==> src/ftsr_pkg.sv <==
// Shared widths, defaults and the walk control bundle of the triangle span rasterizer.
package ftsr_pkg;

  // Field widths of the request and span channels
  localparam int unsigned X_W     = 10;
  localparam int unsigned Y_W     = 5;
  localparam int unsigned PAINT_W = 32;

  // Signed vertex differences
  localparam int unsigned DX_W   = X_W + 1;
  localparam int unsigned DY_W   = Y_W + 1;
  localparam int unsigned PROD_W = DX_W + DY_W;

  // Integer bits above the fraction: numerator/slope, and edge accumulator
  localparam int unsigned NUM_INT_W = 18;
  localparam int unsigned ACC_INT_W = 24;

  // Parameter defaults
  localparam int unsigned TILE_ROWS_DEF     = 32;
  localparam int unsigned TILE_COLUMNS_DEF  = 1024;
  localparam int unsigned FRACTION_BITS_DEF = 16;

  // One edge walk, handed from the sequencer to the span generator
  typedef struct packed {
    logic               load;
    logic               upward;
    logic               final_walk;
    logic [Y_W-1:0]     row_first;
    logic [Y_W-1:0]     row_last;
    logic [X_W-1:0]     x_first;
    logic [PAINT_W-1:0] paint;
  } walk_ctl_t;

endpackage

==> src/ftsr_divider.sv <==
// Shared signed fixed-point divider, two quotient bits per cycle, truncating toward zero.
module ftsr_divider #(
  parameter int unsigned FRACTION_BITS = ftsr_pkg::FRACTION_BITS_DEF
) (
  input  logic                                           clk_i,
  input  logic                                           rst_ni,
  input  logic                                           start_i,
  input  logic signed [FRACTION_BITS+ftsr_pkg::NUM_INT_W-1:0] num_i,
  input  logic signed [ftsr_pkg::DY_W-1:0]               den_i,
  output logic                                           done_o,
  output logic signed [FRACTION_BITS+ftsr_pkg::NUM_INT_W-1:0] quo_o
);

  localparam int unsigned NUMW     = FRACTION_BITS + ftsr_pkg::NUM_INT_W;
  localparam int unsigned QW       = NUMW - 1;
  localparam int unsigned STEPS    = (QW + 1) / 2;
  localparam int unsigned PW       = 2 * STEPS;
  localparam int unsigned CNTW     = $clog2(STEPS + 1);
  localparam int unsigned DW       = ftsr_pkg::Y_W;
  localparam int unsigned DY_W_LOC = ftsr_pkg::DY_W;

  logic            busy_q, done_q;
  logic [CNTW-1:0] cnt_q;
  logic [PW-1:0]   sh_q, sh_d;
  logic [DW-1:0]   rem_q, rem_d;
  logic [DW-1:0]   den_q;
  logic            neg_q, zero_q;

  logic [NUMW-1:0]    num_mag;
  logic [DY_W_LOC-1:0] den_mag;
  logic [NUMW-1:0]    quo_mag;

  // Operand magnitudes
  always_comb begin
    num_mag = num_i[NUMW-1] ? NUMW'(-num_i) : NUMW'(num_i);
    den_mag = den_i[DY_W_LOC-1] ? DY_W_LOC'(-den_i) : DY_W_LOC'(den_i);
  end

  // Two restoring steps per cycle on a narrow remainder
  always_comb begin
    logic [DW:0]   t;
    logic [DW-1:0] r;
    logic [PW-1:0] s;
    r = rem_q;
    s = sh_q;
    for (int i = 0; i < 2; i++) begin
      t = {r, s[PW-1]};
      s = s << 1;
      if (t >= {1'b0, den_q}) begin
        t    = t - {1'b0, den_q};
        s[0] = 1'b1;
      end
      r = t[DW-1:0];
    end
    rem_d = r;
    sh_d  = s;
  end

  // Control
  always_ff @(posedge clk_i or negedge rst_ni) begin
    if (!rst_ni) begin
      busy_q <= 1'b0;
      done_q <= 1'b0;
      cnt_q  <= '0;
    end else begin
      done_q <= 1'b0;
      if (start_i) begin
        busy_q <= 1'b1;
        cnt_q  <= CNTW'(STEPS);
      end else if (busy_q) begin
        cnt_q <= cnt_q - 1'b1;
        if (cnt_q == CNTW'(1)) begin
          busy_q <= 1'b0;
          done_q <= 1'b1;
        end
      end
    end
  end

  // Datapath
  always_ff @(posedge clk_i) begin
    if (start_i) begin
      sh_q   <= PW'(num_mag[QW-1:0]);
      rem_q  <= '0;
      den_q  <= den_mag[DW-1:0];
      neg_q  <= num_i[NUMW-1] ^ den_i[DY_W_LOC-1];
      zero_q <= (den_i == '0);
    end else if (busy_q) begin
      sh_q  <= sh_d;
      rem_q <= rem_d;
    end
  end

  assign quo_mag = NUMW'(sh_q);
  assign quo_o   = zero_q ? '0 : (neg_q ? signed'(-quo_mag) : signed'(quo_mag));
  assign done_o  = done_q;

  // A new division never starts while one is running
  a_no_restart: assert property (@(posedge clk_i) disable iff (!rst_ni)
    start_i |-> !busy_q) else $error("divider restarted while busy");

  // Done follows the final iteration
  a_done_after_busy: assert property (@(posedge clk_i) disable iff (!rst_ni)
    busy_q && cnt_q == CNTW'(1) && !start_i |=> done_o && !busy_q)
    else $error("divider did not finish");

endmodule

==> src/ftsr_span_gen.sv <==
// Edge walker: steps two Q-format edges one row per cycle while the output is not stalled, and registers each span.
module ftsr_span_gen #(
  parameter int unsigned TILE_COLUMNS  = ftsr_pkg::TILE_COLUMNS_DEF,
  parameter int unsigned FRACTION_BITS = ftsr_pkg::FRACTION_BITS_DEF
) (
  input  logic                                                clk_i,
  input  logic                                                rst_ni,
  input  ftsr_pkg::walk_ctl_t                                 ctl_i,
  input  logic signed [FRACTION_BITS+ftsr_pkg::NUM_INT_W-1:0] slope_l_i,
  input  logic signed [FRACTION_BITS+ftsr_pkg::NUM_INT_W-1:0] slope_r_i,
  output logic                                                busy_o,
  output logic                                                out_valid_o,
  input  logic                                                out_stall_i,
  output logic [ftsr_pkg::Y_W-1:0]                            row_o,
  output logic [ftsr_pkg::X_W-1:0]                            x_start_o,
  output logic [ftsr_pkg::X_W-1:0]                            x_end_o,
  output logic [ftsr_pkg::PAINT_W-1:0]                        span_colour_o,
  output logic                                                last_o
);

  localparam int unsigned AW = FRACTION_BITS + ftsr_pkg::ACC_INT_W;
  localparam int unsigned IW = ftsr_pkg::ACC_INT_W;
  localparam int unsigned CW = $clog2(TILE_COLUMNS);
  localparam int unsigned XW = ftsr_pkg::X_W;
  localparam int unsigned YW = ftsr_pkg::Y_W;

  logic                        busy_q, ov_q;
  logic                        up_q, final_q;
  logic [YW-1:0]               row_q, end_q;
  logic [ftsr_pkg::PAINT_W-1:0] paint_q;
  logic signed [AW-1:0]        acc_l_q, acc_r_q, sl_l_q, sl_r_q;

  logic signed [AW-1:0] start_acc;
  logic [CW-1:0]        c1, c2, lo, hi;
  logic                 at_end, advance, empty_walk;

  // Edge position to column: negative gives zero, beyond the tile clamps
  function automatic logic [CW-1:0] to_col(input logic signed [AW-1:0] acc);
    logic [IW-1:0] ip;
    ip = acc[AW-1:FRACTION_BITS];
    if (acc[AW-1]) return '0;
    else if (ip > IW'(TILE_COLUMNS - 1)) return CW'(TILE_COLUMNS - 1);
    else return ip[CW-1:0];
  endfunction

  // Span of the current row
  always_comb begin
    c1         = to_col(acc_l_q);
    c2         = to_col(acc_r_q);
    lo         = (c1 < c2) ? c1 : c2;
    hi         = (c1 < c2) ? c2 : c1;
    at_end     = (row_q == end_q);
    advance    = busy_q && (!ov_q || !out_stall_i);
    start_acc  = signed'(AW'(ctl_i.x_first) << FRACTION_BITS);
    empty_walk = ctl_i.upward ? (ctl_i.row_first < ctl_i.row_last)
                              : (ctl_i.row_first > ctl_i.row_last);
  end

  // Control: walk busy and output valid
  always_ff @(posedge clk_i or negedge rst_ni) begin
    if (!rst_ni) begin
      busy_q <= 1'b0;
      ov_q   <= 1'b0;
    end else begin
      if (ctl_i.load) begin
        busy_q <= !empty_walk;
      end else if (advance && at_end) begin
        busy_q <= 1'b0;
      end
      if (advance) begin
        ov_q <= 1'b1;
      end else if (!out_stall_i) begin
        ov_q <= 1'b0;
      end
    end
  end

  // Edge accumulators and walk bounds
  always_ff @(posedge clk_i) begin
    if (ctl_i.load) begin
      up_q    <= ctl_i.upward;
      final_q <= ctl_i.final_walk;
      row_q   <= ctl_i.row_first;
      end_q   <= ctl_i.row_last;
      paint_q <= ctl_i.paint;
      acc_l_q <= start_acc;
      acc_r_q <= start_acc;
      sl_l_q  <= AW'(slope_l_i);
      sl_r_q  <= AW'(slope_r_i);
    end else if (advance && !at_end) begin
      if (up_q) begin
        row_q   <= row_q - 1'b1;
        acc_l_q <= acc_l_q - sl_l_q;
        acc_r_q <= acc_r_q - sl_r_q;
      end else begin
        row_q   <= row_q + 1'b1;
        acc_l_q <= acc_l_q + sl_l_q;
        acc_r_q <= acc_r_q + sl_r_q;
      end
    end
  end

  // Output register
  always_ff @(posedge clk_i) begin
    if (advance) begin
      row_o         <= row_q;
      x_start_o     <= XW'(lo);
      x_end_o       <= XW'(hi);
      span_colour_o <= paint_q;
      last_o        <= final_q && at_end;
    end
  end

  assign out_valid_o = ov_q;
  assign busy_o      = busy_q;

  // A walk is only loaded once the previous one is done
  a_load_idle: assert property (@(posedge clk_i) disable iff (!rst_ni)
    ctl_i.load |-> !busy_q) else $error("walk loaded while busy");

  // Span ends are ordered
  a_span_order: assert property (@(posedge clk_i) disable iff (!rst_ni)
    out_valid_o |-> x_start_o <= x_end_o) else $error("span ends out of order");

endmodule

==> src/filled_triangle_span_rasterizer_unit.sv <==
// Top level: request capture, slope sequencer, shared divider and span generator.
//
// Takes one triangle request (vertices sorted by row, colour, fill flag) on the
// input channel and sends horizontal spans on the output channel, the final one
// with last_o set. A request with fill_i low produces no span.
// Both channels use valid/stall; a transfer happens when valid is high and
// stall is low. in_stall_o is high from acceptance until the last span of the
// request has been loaded into the output register; the next request may be
// taken while that span still waits there.
// Edge slopes come from one shared divider that retires two quotient bits per
// cycle. A flat-top or flat-bottom triangle needs two divisions, a general
// triangle a multiply step and five divisions (split column plus two slopes
// per half). Spans then leave one per cycle while out_stall_i is low. When
// out_stall_i is high the walk holds with the span in the output register.
// Reset clears the sequencer, the walk busy flag and the output valid flag;
// a span still waiting in the output register is dropped.
module filled_triangle_span_rasterizer_unit #(
  parameter int unsigned TILE_ROWS     = ftsr_pkg::TILE_ROWS_DEF,
  parameter int unsigned TILE_COLUMNS  = ftsr_pkg::TILE_COLUMNS_DEF,
  parameter int unsigned FRACTION_BITS = ftsr_pkg::FRACTION_BITS_DEF
) (
  input  logic                          clk_i,
  input  logic                          rst_ni,
  input  logic                          in_valid_i,
  output logic                          in_stall_o,
  input  logic [ftsr_pkg::X_W-1:0]      ax_i,
  input  logic [ftsr_pkg::Y_W-1:0]      ay_i,
  input  logic [ftsr_pkg::X_W-1:0]      bx_i,
  input  logic [ftsr_pkg::Y_W-1:0]      by_i,
  input  logic [ftsr_pkg::X_W-1:0]      cx_i,
  input  logic [ftsr_pkg::Y_W-1:0]      cy_i,
  input  logic [ftsr_pkg::PAINT_W-1:0]  paint_i,
  input  logic                          fill_i,
  output logic                          out_valid_o,
  input  logic                          out_stall_i,
  output logic [ftsr_pkg::Y_W-1:0]      row_o,
  output logic [ftsr_pkg::X_W-1:0]      x_start_o,
  output logic [ftsr_pkg::X_W-1:0]      x_end_o,
  output logic [ftsr_pkg::PAINT_W-1:0]  span_colour_o,
  output logic                          last_o
);

  localparam int unsigned NUMW = FRACTION_BITS + ftsr_pkg::NUM_INT_W;
  localparam int unsigned XW   = ftsr_pkg::X_W;
  localparam int unsigned YW   = ftsr_pkg::Y_W;
  localparam int unsigned DXW  = ftsr_pkg::DX_W;
  localparam int unsigned DYW  = ftsr_pkg::DY_W;
  localparam int unsigned PRW  = ftsr_pkg::PROD_W;

  typedef enum logic [3:0] {
    S_IDLE, S_MUL, S_OFF, S_L1, S_R1, S_W1, S_L2, S_R2, S_W2
  } state_e;

  typedef enum logic [1:0] {
    M_FLAT_BOTTOM, M_FLAT_TOP, M_SPLIT
  } mode_e;

  state_e state_q, state_d;
  mode_e  mode_q, mode_in;
  logic   issued_q, issued_d;

  logic [XW-1:0]               ax_q, bx_q, cx_q, ax_c, bx_c, cx_c;
  logic [YW-1:0]               ay_q, by_q, cy_q, ay_c, by_c, cy_c;
  logic [ftsr_pkg::PAINT_W-1:0] paint_q;

  logic signed [DXW-1:0]  dx_ba, dx_ca, dx_cb;
  logic signed [DYW-1:0]  dy_ba, dy_ca, dy_cb;
  logic signed [PRW-1:0]  prod_q;
  logic signed [NUMW-1:0] q_ba, q_ca, q_cb, q_prod, q_low_r;
  logic signed [NUMW-1:0] off_q, slope_l_q, slope_r_q;

  logic                   accept, div_state;
  logic                   div_start, div_done;
  logic signed [NUMW-1:0] div_num, div_quo;
  logic signed [DYW-1:0]  div_den;

  ftsr_pkg::walk_ctl_t walk_ctl;
  logic                sg_busy;

  // Clamp the request to the tile and classify it
  always_comb begin
    ax_c = (32'(ax_i) > TILE_COLUMNS - 1) ? XW'(TILE_COLUMNS - 1) : ax_i;
    bx_c = (32'(bx_i) > TILE_COLUMNS - 1) ? XW'(TILE_COLUMNS - 1) : bx_i;
    cx_c = (32'(cx_i) > TILE_COLUMNS - 1) ? XW'(TILE_COLUMNS - 1) : cx_i;
    ay_c = (32'(ay_i) > TILE_ROWS - 1) ? YW'(TILE_ROWS - 1) : ay_i;
    by_c = (32'(by_i) > TILE_ROWS - 1) ? YW'(TILE_ROWS - 1) : by_i;
    cy_c = (32'(cy_i) > TILE_ROWS - 1) ? YW'(TILE_ROWS - 1) : cy_i;
    if (by_c == cy_c)      mode_in = M_FLAT_BOTTOM;
    else if (ay_c == by_c) mode_in = M_FLAT_TOP;
    else                   mode_in = M_SPLIT;
  end

  assign in_stall_o = (state_q != S_IDLE);
  assign accept     = in_valid_i && !in_stall_o;

  // Vertex differences and fixed-point numerators
  always_comb begin
    dx_ba   = signed'({1'b0, bx_q}) - signed'({1'b0, ax_q});
    dx_ca   = signed'({1'b0, cx_q}) - signed'({1'b0, ax_q});
    dx_cb   = signed'({1'b0, cx_q}) - signed'({1'b0, bx_q});
    dy_ba   = signed'({1'b0, by_q}) - signed'({1'b0, ay_q});
    dy_ca   = signed'({1'b0, cy_q}) - signed'({1'b0, ay_q});
    dy_cb   = signed'({1'b0, cy_q}) - signed'({1'b0, by_q});
    q_ba    = NUMW'(dx_ba) <<< FRACTION_BITS;
    q_ca    = NUMW'(dx_ca) <<< FRACTION_BITS;
    q_cb    = NUMW'(dx_cb) <<< FRACTION_BITS;
    q_prod  = NUMW'(prod_q) <<< FRACTION_BITS;
    q_low_r = q_ca - off_q;
  end

  // Division operands per sequencer step
  always_comb begin
    div_num   = '0;
    div_den   = '0;
    div_state = 1'b0;
    unique case (state_q)
      S_OFF: begin
        div_num = q_prod; div_den = dy_ca; div_state = 1'b1;
      end
      S_L1: begin
        div_state = 1'b1;
        if (mode_q == M_FLAT_TOP) begin
          div_num = q_ca; div_den = dy_ca;
        end else begin
          div_num = q_ba; div_den = dy_ba;
        end
      end
      S_R1: begin
        div_state = 1'b1;
        unique case (mode_q)
          M_FLAT_BOTTOM: begin div_num = q_ca;  div_den = dy_ca; end
          M_FLAT_TOP:    begin div_num = q_cb;  div_den = dy_cb; end
          default:       begin div_num = off_q; div_den = dy_ba; end
        endcase
      end
      S_L2: begin
        div_num = q_cb; div_den = dy_cb; div_state = 1'b1;
      end
      S_R2: begin
        div_num = q_low_r; div_den = dy_cb; div_state = 1'b1;
      end
      default: ;
    endcase
  end

  assign div_start = div_state && !issued_q;

  // Walk hand-off
  always_comb begin
    walk_ctl            = '0;
    walk_ctl.paint      = paint_q;
    walk_ctl.final_walk = 1'b1;
    if (state_q == S_W1) begin
      walk_ctl.load       = !issued_q;
      walk_ctl.upward     = (mode_q == M_FLAT_TOP);
      walk_ctl.row_first  = (mode_q == M_FLAT_TOP) ? cy_q : ay_q;
      walk_ctl.row_last   = (mode_q == M_FLAT_TOP) ? ay_q : by_q;
      walk_ctl.x_first    = (mode_q == M_FLAT_TOP) ? cx_q : ax_q;
      // the upper half is final only when the lower half is empty
      walk_ctl.final_walk = (mode_q != M_SPLIT) || (cy_q < by_q);
    end else if (state_q == S_W2) begin
      walk_ctl.load      = !issued_q;
      walk_ctl.upward    = 1'b1;
      walk_ctl.row_first = cy_q;
      walk_ctl.row_last  = by_q;
      walk_ctl.x_first   = cx_q;
    end
  end

  // Sequencer next state
  always_comb begin
    state_d  = state_q;
    issued_d = issued_q;
    unique case (state_q)
      S_IDLE: begin
        issued_d = 1'b0;
        if (accept && fill_i) begin
          state_d = (mode_in == M_SPLIT) ? S_MUL : S_L1;
        end
      end
      S_MUL: state_d = S_OFF;
      S_OFF, S_L1, S_R1, S_L2, S_R2: begin
        if (!issued_q) begin
          issued_d = 1'b1;
        end else if (div_done) begin
          issued_d = 1'b0;
          unique case (state_q)
            S_OFF:   state_d = S_L1;
            S_L1:    state_d = S_R1;
            S_R1:    state_d = S_W1;
            S_L2:    state_d = S_R2;
            default: state_d = S_W2;
          endcase
        end
      end
      S_W1, S_W2: begin
        if (!issued_q) begin
          issued_d = 1'b1;
        end else if (!sg_busy) begin
          issued_d = 1'b0;
          state_d  = (state_q == S_W1 && mode_q == M_SPLIT) ? S_L2 : S_IDLE;
        end
      end
      default: state_d = S_IDLE;
    endcase
  end

  // Sequencer state
  always_ff @(posedge clk_i or negedge rst_ni) begin
    if (!rst_ni) begin
      state_q  <= S_IDLE;
      issued_q <= 1'b0;
    end else begin
      state_q  <= state_d;
      issued_q <= issued_d;
    end
  end

  // Request registers, split product and division results
  always_ff @(posedge clk_i) begin
    if (accept) begin
      ax_q    <= ax_c;
      bx_q    <= bx_c;
      cx_q    <= cx_c;
      ay_q    <= ay_c;
      by_q    <= by_c;
      cy_q    <= cy_c;
      paint_q <= paint_i;
      mode_q  <= mode_in;
    end
    prod_q <= PRW'(dy_ba * dx_ca);
    if (div_done) begin
      unique case (state_q)
        S_OFF:      off_q     <= div_quo;
        S_L1, S_L2: slope_l_q <= div_quo;
        default:    slope_r_q <= div_quo;
      endcase
    end
  end

  ftsr_divider #(
    .FRACTION_BITS (FRACTION_BITS)
  ) u_divider (
    .clk_i   (clk_i),
    .rst_ni  (rst_ni),
    .start_i (div_start),
    .num_i   (div_num),
    .den_i   (div_den),
    .done_o  (div_done),
    .quo_o   (div_quo)
  );

  ftsr_span_gen #(
    .TILE_COLUMNS  (TILE_COLUMNS),
    .FRACTION_BITS (FRACTION_BITS)
  ) u_span_gen (
    .clk_i         (clk_i),
    .rst_ni        (rst_ni),
    .ctl_i         (walk_ctl),
    .slope_l_i     (slope_l_q),
    .slope_r_i     (slope_r_q),
    .busy_o        (sg_busy),
    .out_valid_o   (out_valid_o),
    .out_stall_i   (out_stall_i),
    .row_o         (row_o),
    .x_start_o     (x_start_o),
    .x_end_o       (x_end_o),
    .span_colour_o (span_colour_o),
    .last_o        (last_o)
  );

  // A division result only arrives in a division step
  a_done_in_div: assert property (@(posedge clk_i) disable iff (!rst_ni)
    div_done |-> (state_q == S_OFF || state_q == S_L1 || state_q == S_R1 ||
                  state_q == S_L2 || state_q == S_R2))
    else $error("division result outside a division step");

  // Walks are only handed off in walk steps
  a_load_in_walk: assert property (@(posedge clk_i) disable iff (!rst_ni)
    walk_ctl.load |-> (state_q == S_W1 || state_q == S_W2))
    else $error("walk load outside a walk step");

  // Ready for a request only once the previous walk is finished
  a_idle_no_walk: assert property (@(posedge clk_i) disable iff (!rst_ni)
    !in_stall_o |-> !sg_busy) else $error("accepting while a walk is running");

endmodule
==> config.mk <==
export PLATFORM = sky130hd
export DESIGN_NAME = filled_triangle_span_rasterizer_unit
export DESIGN_NICKNAME = d
export VERILOG_FILES = /design/src/ftsr_pkg.sv /design/src/ftsr_divider.sv /design/src/ftsr_span_gen.sv /design/src/filled_triangle_span_rasterizer_unit.sv
export SDC_FILE = /design/constraint.sdc
export NUM_CORES = 1
export LEC_CHECK = 0
export CAP_MARGIN = 20
export CORE_UTILIZATION = 55
export DETAILED_ROUTE_END_ITERATION = 6
export DONT_BUFFER_PORTS = 1
export PLACE_DENSITY = 0.7
export SETUP_SLACK_MARGIN = 0.3
export SLEW_MARGIN = 20
export SYNTH_ARGS = -nofsm -noshare
export SYNTH_HDL_FRONTEND = slang
export SYNTH_SLANG_ARGS = --single-unit
==> constraint.sdc <==
create_clock -name clk_i -period 8.4 [get_ports clk_i]
set_input_delay 2.1 -clock clk_i [delete_from_list [all_inputs] [get_ports clk_i]]
set_output_delay 2.1 -clock clk_i [all_outputs]
set_load 0.05 [all_outputs]
## After elaboration in Yosys (flattened, before gate mapping)

Cells that the tools add are included.

| operators by class | value |
|---|---|
| add/subtract/negate cells | 19 |
| multiply operators | 1 |
| $lt $le $gt $ge | 8 |
| eq/ne operators | 22 |
| multiplexer cells | 68 |
| bitwise logic cells | 2 |
| reduce and logical (&&, ||, !) cells | 33 |

Operators with widths:

| operator | count |
|---|---|
| $pmux W34 S5 | 1 |
| $mux W26 | 4 |
| $mux W34 | 3 |
| $mux W33 | 3 |
| $add A40 B34 Y40 | 2 |
| $mux W40 | 2 |
| $sub A40 B34 Y40 | 2 |
| $mux W10 | 7 |
| $pmux W34 S2 | 1 |
| $mux W5 | 10 |
| $gt A24 B10 Y1 const B | 2 |
| $mux W20 | 2 |
| $neg A34 Y34 | 1 |
| $sub A27 B34 Y34 | 1 |
| $neg A33 Y33 | 1 |
| $sub A10 B10 Y11 | 3 |
| $pmux W4 S4 | 2 |
| $pmux W6 S4 | 1 |
| $mux W4 | 5 |
| $mux W1 | 18 |
| $sub A5 B5 Y6 | 3 |
| $mul A6 B11 Y17 | 1 |
| $eq A4 B3 Y1 const B | 4 |
| $eq A5 B5 Y1 | 3 |
| other kinds (37) | 71 |

| word-level totals | value |
|---|---|
| bits in registers | 508 |
| input bits | 82 |
| word-level logic and storage cells | 194 |

## Logic depth before layout (Yosys ltp)

Gate-level depths: netlist (run 1).

| logic depth | value |
|---|---|
| word-level depth | 7 |
| mapped depth | 27 |
| mapped depth without buffers | 27 |

## Hierarchy

From an unflattened synthesis (run 1), not the netlist that was laid out.

| unflattened totals | value |
|---|---|
| cells, all modules | 3131 |
| area, all modules | 31955.6 um^2 |

Modules (own cells, without submodules):

| module | times used | cells each | area an instance (um^2) | seq. area each (um^2) |
|---|---|---|---|---|
| ftsr_span_gen | 1 | 1497 | 14855.5 | 6956.7 |
| filled_triangle_span_rasterizer_unit | 1 | 1129 | 12629.6 | 5900.7 |
| ftsr_divider | 1 | 505 | 4470.5 | 1496.4 |

## Least setup slack after synthesis (run 1)

OpenSTA, ideal clock, no wires.

| timing path | value |
|---|---|
| kind | register to register |
| from | register by_q[0] |
| to | register prod_q[16] |
| library setup time | 0.122 ns |
| arrival time | 5.931 ns |
| required time | 8.278 ns |
| setup slack | 2.347 ns |
| cell stages (with the launch flop) | 27 |
| buffers on the path | 1 |
| period minus slack after synthesis | 6.053 ns |
| path through | edfxtp_1 > inv_1 > ha_1 > inv_1 > fa_1 > a21o_1 > a21oi_1 > xnor2_1 > clkbuf_1 > nand2_1 > fa_1 > fa_1 > fa_1 > fa_1 > inv_1 > fa_1 > a21o_1 > a21oi_1 > o21bai_1 > a21oi_1 > nor2b_1 > o21a_1 > o21ai_0 > nand2b_1 > a21oi_1 > o21ai_0 > xnor2_1 |

| on the way | value |
|---|---|
| cells in the longest elaborated chain, start to end | 2 |

Ends and longest elaborated chain:

| what | RTL line | source |
|---|---|---|
| start, declared | filled_triangle_span_rasterizer_unit.sv:63 | `logic [YW-1:0] ay_q, by_q, cy_q, ay_c, by_c, cy_c;` |
| start signal, assigned | filled_triangle_span_rasterizer_unit.sv:226 | `by_q <= by_c;` |
| $sub A5 B5 Y6 | filled_triangle_span_rasterizer_unit.sv:101 | `dy_ba = signed'({1'b0, by_q}) - signed'({1'b0, ay_q});` |
| $mul A6 B11 Y17 | filled_triangle_span_rasterizer_unit.sv:231 | `prod_q <= PRW'(dy_ba * dx_ca);` |
| end signal, assigned | filled_triangle_span_rasterizer_unit.sv:231 |  |
| end, declared | filled_triangle_span_rasterizer_unit.sv:68 | `logic signed [PRW-1:0] prod_q;` |

No other way between the ends.
A chain may end at the register's enable or synchronous reset.

## Final worst setup path (run 1)

| timing path | value |
|---|---|
| from | register ax_q[0] |
| to | register prod_q[16] |

| on the way | value |
|---|---|
| cells in the longest elaborated chain, start to end | 2 |

Ends and longest elaborated chain:

| what | RTL line | source |
|---|---|---|
| start, declared | filled_triangle_span_rasterizer_unit.sv:62 | `logic [XW-1:0] ax_q, bx_q, cx_q, ax_c, bx_c, cx_c;` |
| start signal, assigned | filled_triangle_span_rasterizer_unit.sv:222 | `ax_q <= ax_c;` |
| $sub A10 B10 Y11 | filled_triangle_span_rasterizer_unit.sv:99 | `dx_ca = signed'({1'b0, cx_q}) - signed'({1'b0, ax_q});` |
| $mul A6 B11 Y17 | filled_triangle_span_rasterizer_unit.sv:231 |  |

No other way between the ends.

==> impl_metrics.py, run 1 <==
metrics = {
    "sta": {
        "finalHoldViolCount": 0,
        "max_slew_margin_pct": 27.2,
        "final_max_slew_viol_count": 0,
        "fmax_ghz": 0.149,
        "min_period_ns": 6.70,
        "tightest_slew_ns": 1.06,
        "rsz0062_at_grt": "no",
        "setup-violations-final": 0,
        "post-route-period-util_pct": 79.8,
        "fin_skew_ns": 0.0298,
        "tns_ns": 0,
    },
    "global_route": {
        "antenna_found_initial": 7,
        "grt_max_degree": 91,
        "grt_usage_pct": 29.2,
        "grt_overflow": 0,
        "grt_pass1_wl_mm": 133,
        "first_global_vias": 22700,
    },
    "detailed_routing": {
        "first_iter_violations": 1859,
        "wl_per_cell_um": 22.6,
        "wl_mm": 87.0,
        "vias": 23700,
        "antenna_left": 0,
        "routed_via_density": 6.15,
        "drtPass1Iterations": 7,
        "drcViolationCount": 0,
    },
    "clock_tree": {
        "cts_sinks": 508,
        "clk_latency_ns": 0.64,
        "numCtsBuffers": 54,
        "cts-root-buf": "clkbuf_16",
        "clk_path_buf_depth": 3,
        "h-tree-depth": 2,
        "cts_tree": "built",
        "clk_pin_slew_ns": 0.07,
        "cts_resized": 0,
        "post-cts-setup-buffer-count": 0,
        "hold_buffers": 0,
    },
    "worst_setup_path": {
        "max_stage_delay_ns": 0.54,
        "startpoint_type": "flip-flop",
        "critPathKind": "reg2reg",
        "r2r_slack_ns": 1.70,
        "critical_path.max_fanout": 6,
        "cp-endpoint": "prod_q[16]$_DFF_P_",
        "timing.critical_path.mode_cell": "fa_1",
        "slowest_stage": "fa_1",
        "critical_path_buf_inv_count": 2,
        "path_delay_family": "adder cells",
        "timing.rr.start": "ax_q[0]$_DFFE_PP_",
        "cp_data_required_time_ns": 8.90,
        "crit_cells": 25,
        "startpoint": "ax_q[0]$_DFFE_PP_",
        "cp-end-kind": "flip-flop",
        "reg2regPathDepth": 25,
        "cp.arrival_ns": 7.20,
        "rr_endpoint": "prod_q[16]$_DFF_P_",
    },
    "final_layout": {
        "seqCellArea_um2": 14400,
        "syn_to_final_growth_pct": 8.53,
        "final_common_cell": "edfxtp_1",
        "layout_common_cells": "edfxtp_1, nand2_1, nor2_1",
        "num-fill-cells": 4553,
        "multiInputGateArea_um2": 16300,
        "layout.nets": 3387,
        "drive_gt1_share_pct": 5.96,
    },
    "synth": {
        "synth-edff-count": 411,
        "netlist_area_um2": 31700,
        "synth.distinct_cells": 111,
        "async_flop_share_pct": 2.76,
        "yosysSeqAreaShare_pct": 45.2,
        "syn_nets": 3407,
        "postSynthCellCount": 3062,
        "ys.flop_type": "edfxtp_1",
        "yosys_warnings": 0,
        "yosys_register_bits": 508,
        "avgSynthCellArea_um2": 10.4,
    },
    "floorplanning": {
        "die_area_um2": 58700,
        "core_um2": 56700,
        "io_pins": 142,
        "die_h_um": 242,
        "initial_core_util_pct": 55.9,
        "num_rows": 87,
        "die_x_um": 242,
    },
    "place": {
        "dp_hpwl_mm": 64.9,
        "gp_congestion": 0.940,
        "portBuffers": 0,
    },
    "worst_hold_path": {
        "min_path_type": "reg2reg",
    },
    "outcome": {
        "status": "complete, no violations",
    },
    "flow_run": {
        "cap_violations": 0,
    },
}
## synth_stat cells (30+ instances only)
cell / count / area share [%]
nor2_1: 221 / 2.6
clkbuf_1: 77 / 0.91
a21oi_1: 213 / 3.4
inv_1: 185 / 2.2
o21ai_0: 162 / 2.6
nand2_1: 287 / 3.4
a31oi_1: 30 / 0.59
xor2_1: 94 / 2.6
fa_1: 57 / 3.6
ha_1: 206 / 8.1
a21o_1: 90 / 2.1
a211oi_1: 36 / 0.85
nand3_1: 36 / 0.57
nor3_1: 65 / 1.0
xnor2_1: 172 / 4.7
nor2b_1: 34 / 0.67
nand2b_1: 43 / 0.85
o21bai_1: 43 / 1.0
edfxtp_1: 411 / 39
mux2i_1: 43 / 1.4
dfxtp_1: 83 / 5.2
## cells by family after synthesis
kind of cell / after synthesis / share of synthesized area, %
compound gates: 812 / 16.9
xor+xnor: 266 / 7.34
fa+ha+maj: 263 / 11.7
buf+inv: 291 / 3.71
flops: 508 / 45.2
mux: 49 / 1.58
simple gates: 873 / 13.5
## stage by stage
| step | setup slack [ns] | util (%) | cell area, µm² | cells | hold WS, ns |
|---|---|---|---|---|---|
| finish | 1.70 | 60.7 | 34400 | 3847 | 0.397 |
| global route | 1.30 | 60.7 | 34400 | 3847 | 0.399 |
| CTS | 1.69 | 60.7 | 34400 | 3842 | 0.388 |
| detailed placement | 1.72 | 57.3 | 32500 | 3742 | 0.405 |
| global placement | 1.87 | 57.2 | 32500 | 3741 | 0.401 |
| floorplan | 2.35 | - | 31700 | 3062 | 0.400 |
## layer usage
metal | global-route usage (%) | share of wire [%] | up-vias
met4 | 11.6 | 3.9 | 0
met2 | 48.4 | 47 | 834
met1 | 39.2 | 43 | 11500
met5 | 0 | 0 | -
met3 | 3.31 | 5.9 | 172
li1 | - | - | 11100
## how the worst min path moves through the flow
stage                       startpoint                                to  slack, ns  depth (start not counted)
5_1_grt        slope_l_q[26]$_DFFE_PP_   u_span_gen.sl_l_q[26]$_DFFE_PP_       0.40                          0
3_5_place_dp     paint_q[14]$_DFFE_PP_  u_span_gen.paint_q[14]$_DFFE_PP_       0.40                          0
3_3_place_gp     paint_q[23]$_DFFE_PP_  u_span_gen.paint_q[23]$_DFFE_PP_       0.40                          0
2_1_floorplan     paint_q[0]$_DFFE_PP_   u_span_gen.paint_q[0]$_DFFE_PP_       0.40                          0
4_1_cts        slope_r_q[31]$_DFFE_PP_   u_span_gen.sl_r_q[31]$_DFFE_PP_       0.39                          0
6_report       slope_r_q[31]$_DFFE_PP_   u_span_gen.sl_r_q[31]$_DFFE_PP_       0.40                          0
## area by class of cell
type | instances | area share, %
Antenna cell | 5 | 0.0363
Clock inverter | 38 | 1.56
Inverter | 187 | 2.05
Clock buffer | 62 | 4.01
Multi-Input combinational cell | 2263 | 47.2
Sequential cell | 508 | 41.7
Timing Repair Buffer | 28 | 0.669
Tap cell | 756 | 2.75
## sequential cells by signal, summed over array words and instances, names as in the netlist, 10 cells and up
name	count
u_span_gen.acc_l_q	40
u_span_gen.sl_r_q	34
u_divider.quo_mag	34
slope_l_q	34
cx_q	10
ax_q	10
u_span_gen.sl_l_q	34
u_span_gen.acc_r_q	40
u_span_gen.x_start_o	10
prod_q	17
u_span_gen.span_colour_o	32
slope_r_q	34
u_span_gen.x_end_o	10
bx_q	10
off_q	34
u_span_gen.paint_q	32
paint_q	32
Power of run 1 is not shown: default switching activity piles up to over one toggle a cycle in this logic, so the estimate is an artifact.
==> run 2: changes to the inputs <==
--- a/config.mk
+++ b/config.mk
@@ -9,7 +9,7 @@
 export CORE_UTILIZATION = 55
 export DETAILED_ROUTE_END_ITERATION = 6
 export DONT_BUFFER_PORTS = 1
-export PLACE_DENSITY = 0.7
+export PLACE_DENSITY = 0.73
 export SETUP_SLACK_MARGIN = 0.3
 export SLEW_MARGIN = 20
 export SYNTH_ARGS = -nofsm -noshare
==> constraint.sdc (replaced) <==
create_clock -name clk_i -period 5.8 [get_ports clk_i]
set_input_delay 1.45 -clock clk_i [delete_from_list [all_inputs] [get_ports clk_i]]
set_output_delay 1.45 -clock clk_i [all_outputs]
set_load 0.05 [all_outputs]
==> impl_metrics.py, run 2 (synthesis gave the netlist of run 1 again) <==
metrics = {
    "clock_tree": {
        "h-tree-depth": 2,
        "cts_sinks": 508,
        "cts_tree": "built",
        "clk_pin_slew_ns": 0.07,
        "clk_latency_ns": 0.62,
        "numCtsBuffers": 53,
        "hold_buffers": 0,
        "cts-root-buf": "clkbuf_16",
        "clk_path_buf_depth": 3,
    },
    "place": {
        "gp_congestion": 0.973,
        "portBuffers": 0,
        "place_area_um2": 32800,
        "dp_hpwl_mm": 65.7,
        "pre_cts_ws_ns": -0.00740,
    },
    "global_route": {
        "grt_max_degree": 168,
        "antenna_found_initial": 4,
        "first_global_vias": 23400,
        "grt_overflow": 0,
        "grt_pass1_wl_mm": 134,
        "grt_usage_pct": 29.6,
    },
    "detailed_routing": {
        "drtPass1Iterations": 6,
        "first_iter_violations": 2041,
        "drcViolationCount": 0,
        "vias": 24300,
        "routed_via_density": 6.21,
        "wl_per_cell_um": 22.6,
        "antenna_left": 0,
        "wl_mm": 88.5,
    },
    "worst_setup_path": {
        "slowest_stage": "fa_1",
        "cp.arrival_ns": 6.30,
        "critPathKind": "reg2reg",
        "cp-end-kind": "flip-flop",
        "path_delay_family": "adder cells",
        "critical_path.max_fanout": 5,
        "crit_chain": "inv_2, ha_4, fa_2, nor2b_4, o31a_1, o31a_1, or3_1, fa_1, inv_1, fa_1, fa_1, ha_4, ha_4, a21o_1, a21oi_2, o21bai_1, a21oi_2, nor2b_1, o21a_1, o21ai_2, nand2b_1, a21oi_2, o21ai_1, xnor2_1",
        "max_stage_delay_ns": 0.59,
        "critical_path_buf_inv_count": 2,
        "cp_data_required_time_ns": 6.31,
        "startpoint_type": "flip-flop",
    },
    "sta": {
        "post-route-period-util_pct": 99.9,
        "tightest_slew_ns": 1.03,
        "rsz0062_at_grt": "yes",
        "final_max_slew_viol_count": 0,
        "setup-violations-final": 0,
        "tns_ns": 0,
        "finalHoldViolCount": 0,
        "min_period_ns": 5.79,
        "fin_skew_ns": 0.0271,
        "fmax_ghz": 0.173,
        "fin_ws_ns": 0.00805,
        "max_slew_margin_pct": 30.7,
    },
    "floorplanning": {
        "initial_core_util_pct": 55.9,
        "die_h_um": 242,
        "io_pins": 142,
        "die_area_um2": 58700,
        "core_um2": 56700,
        "num_rows": 87,
        "die_x_um": 242,
    },
    "final_layout": {
        "layout_common_cells": "edfxtp_1, nand2_1, nor2_1",
        "top_regs": "u_span_gen.acc_l_q (40), u_span_gen.acc_r_q (40)",
        "final_common_cell": "edfxtp_1",
        "seqCellArea_um2": 14400,
        "multiInputGateArea_um2": 16700,
        "num-fill-cells": 4478,
        "drive_gt1_share_pct": 10.2,
        "finalInstanceArea_um2": 35400,
        "syn_to_final_growth_pct": 11.5,
        "layout.nets": 3458,
    },
    "outcome": {
        "status": "complete, no violations",
    },
    "worst_hold_path": {
        "min_path_type": "reg2reg",
    },
    "flow_run": {
        "cap_violations": 0,
    },
}
==> run 2: final cells by class <==
class	instances	area share, %
Antenna cell	3	0.0212
Clock buffer	58	3.80
Clock inverter	38	1.35
Inverter	187	2.00
Multi-Input combinational cell	2263	47.2
Sequential cell	508	40.6
Tap cell	756	2.67
Timing Repair Buffer	100	2.36
==> run 2: path summary, 6_finish.rpt <==
check	start	endpoint	slack [ns]	cells after the start
worst max register to register	cx_q[0]$_DFFE_PP_	prod_q[16]$_DFF_P_	0.008	24
worst min-delay path	slope_l_q[10]$_DFFE_PP_	u_span_gen.sl_l_q[10]$_DFFE_PP_	0.41	0
worst min register to register	slope_l_q[10]$_DFFE_PP_	u_span_gen.sl_l_q[10]$_DFFE_PP_	0.41	0
worst max-delay path	cx_q[0]$_DFFE_PP_	prod_q[16]$_DFF_P_	0.008	24
max in group asynchronous	rst_ni	issued_q$_DFFE_PN0P_	5.19	0
min in group asynchronous	rst_ni	state_q[2]$_DFFE_PN0P_	0.52	0
==> run 2: layer usage <==
layer,up-vias,global-route usage (%),part of all wire [%]
met4,0,12.8,4.7
met3,224,4.74,7.0
met1,11800,38.6,41
met2,984,48.7,47
met5,-,0,0
li1,11300,-,-
==> run 2: per-stage QoR <==
| stage | std cells | util [%] | hold WS (ns) |
|---|---|---|---|
| finish | 3913 | 62.4 | 0.409 |
| global route | 3913 | 62.4 | 0.411 |
| CTS | 3895 | 61.6 | 0.407 |
| detailed placement | 3783 | 57.9 | 0.405 |
| global placement | 3783 | 57.9 | 0.401 |
| floorplan | 3062 | - | 0.400 |
==> run 2: what timing repair did <==
item / CTS / global route
endpoints found under the setup margin: 31 / 44
gates cloned: 0 / 2
buffers inserted: 16 / 10
resized for setup: 27 / 51
pin swaps: 23 / 21
hold endpoints to repair: 0 / 0
Power of run 2 is left out for the same reason.
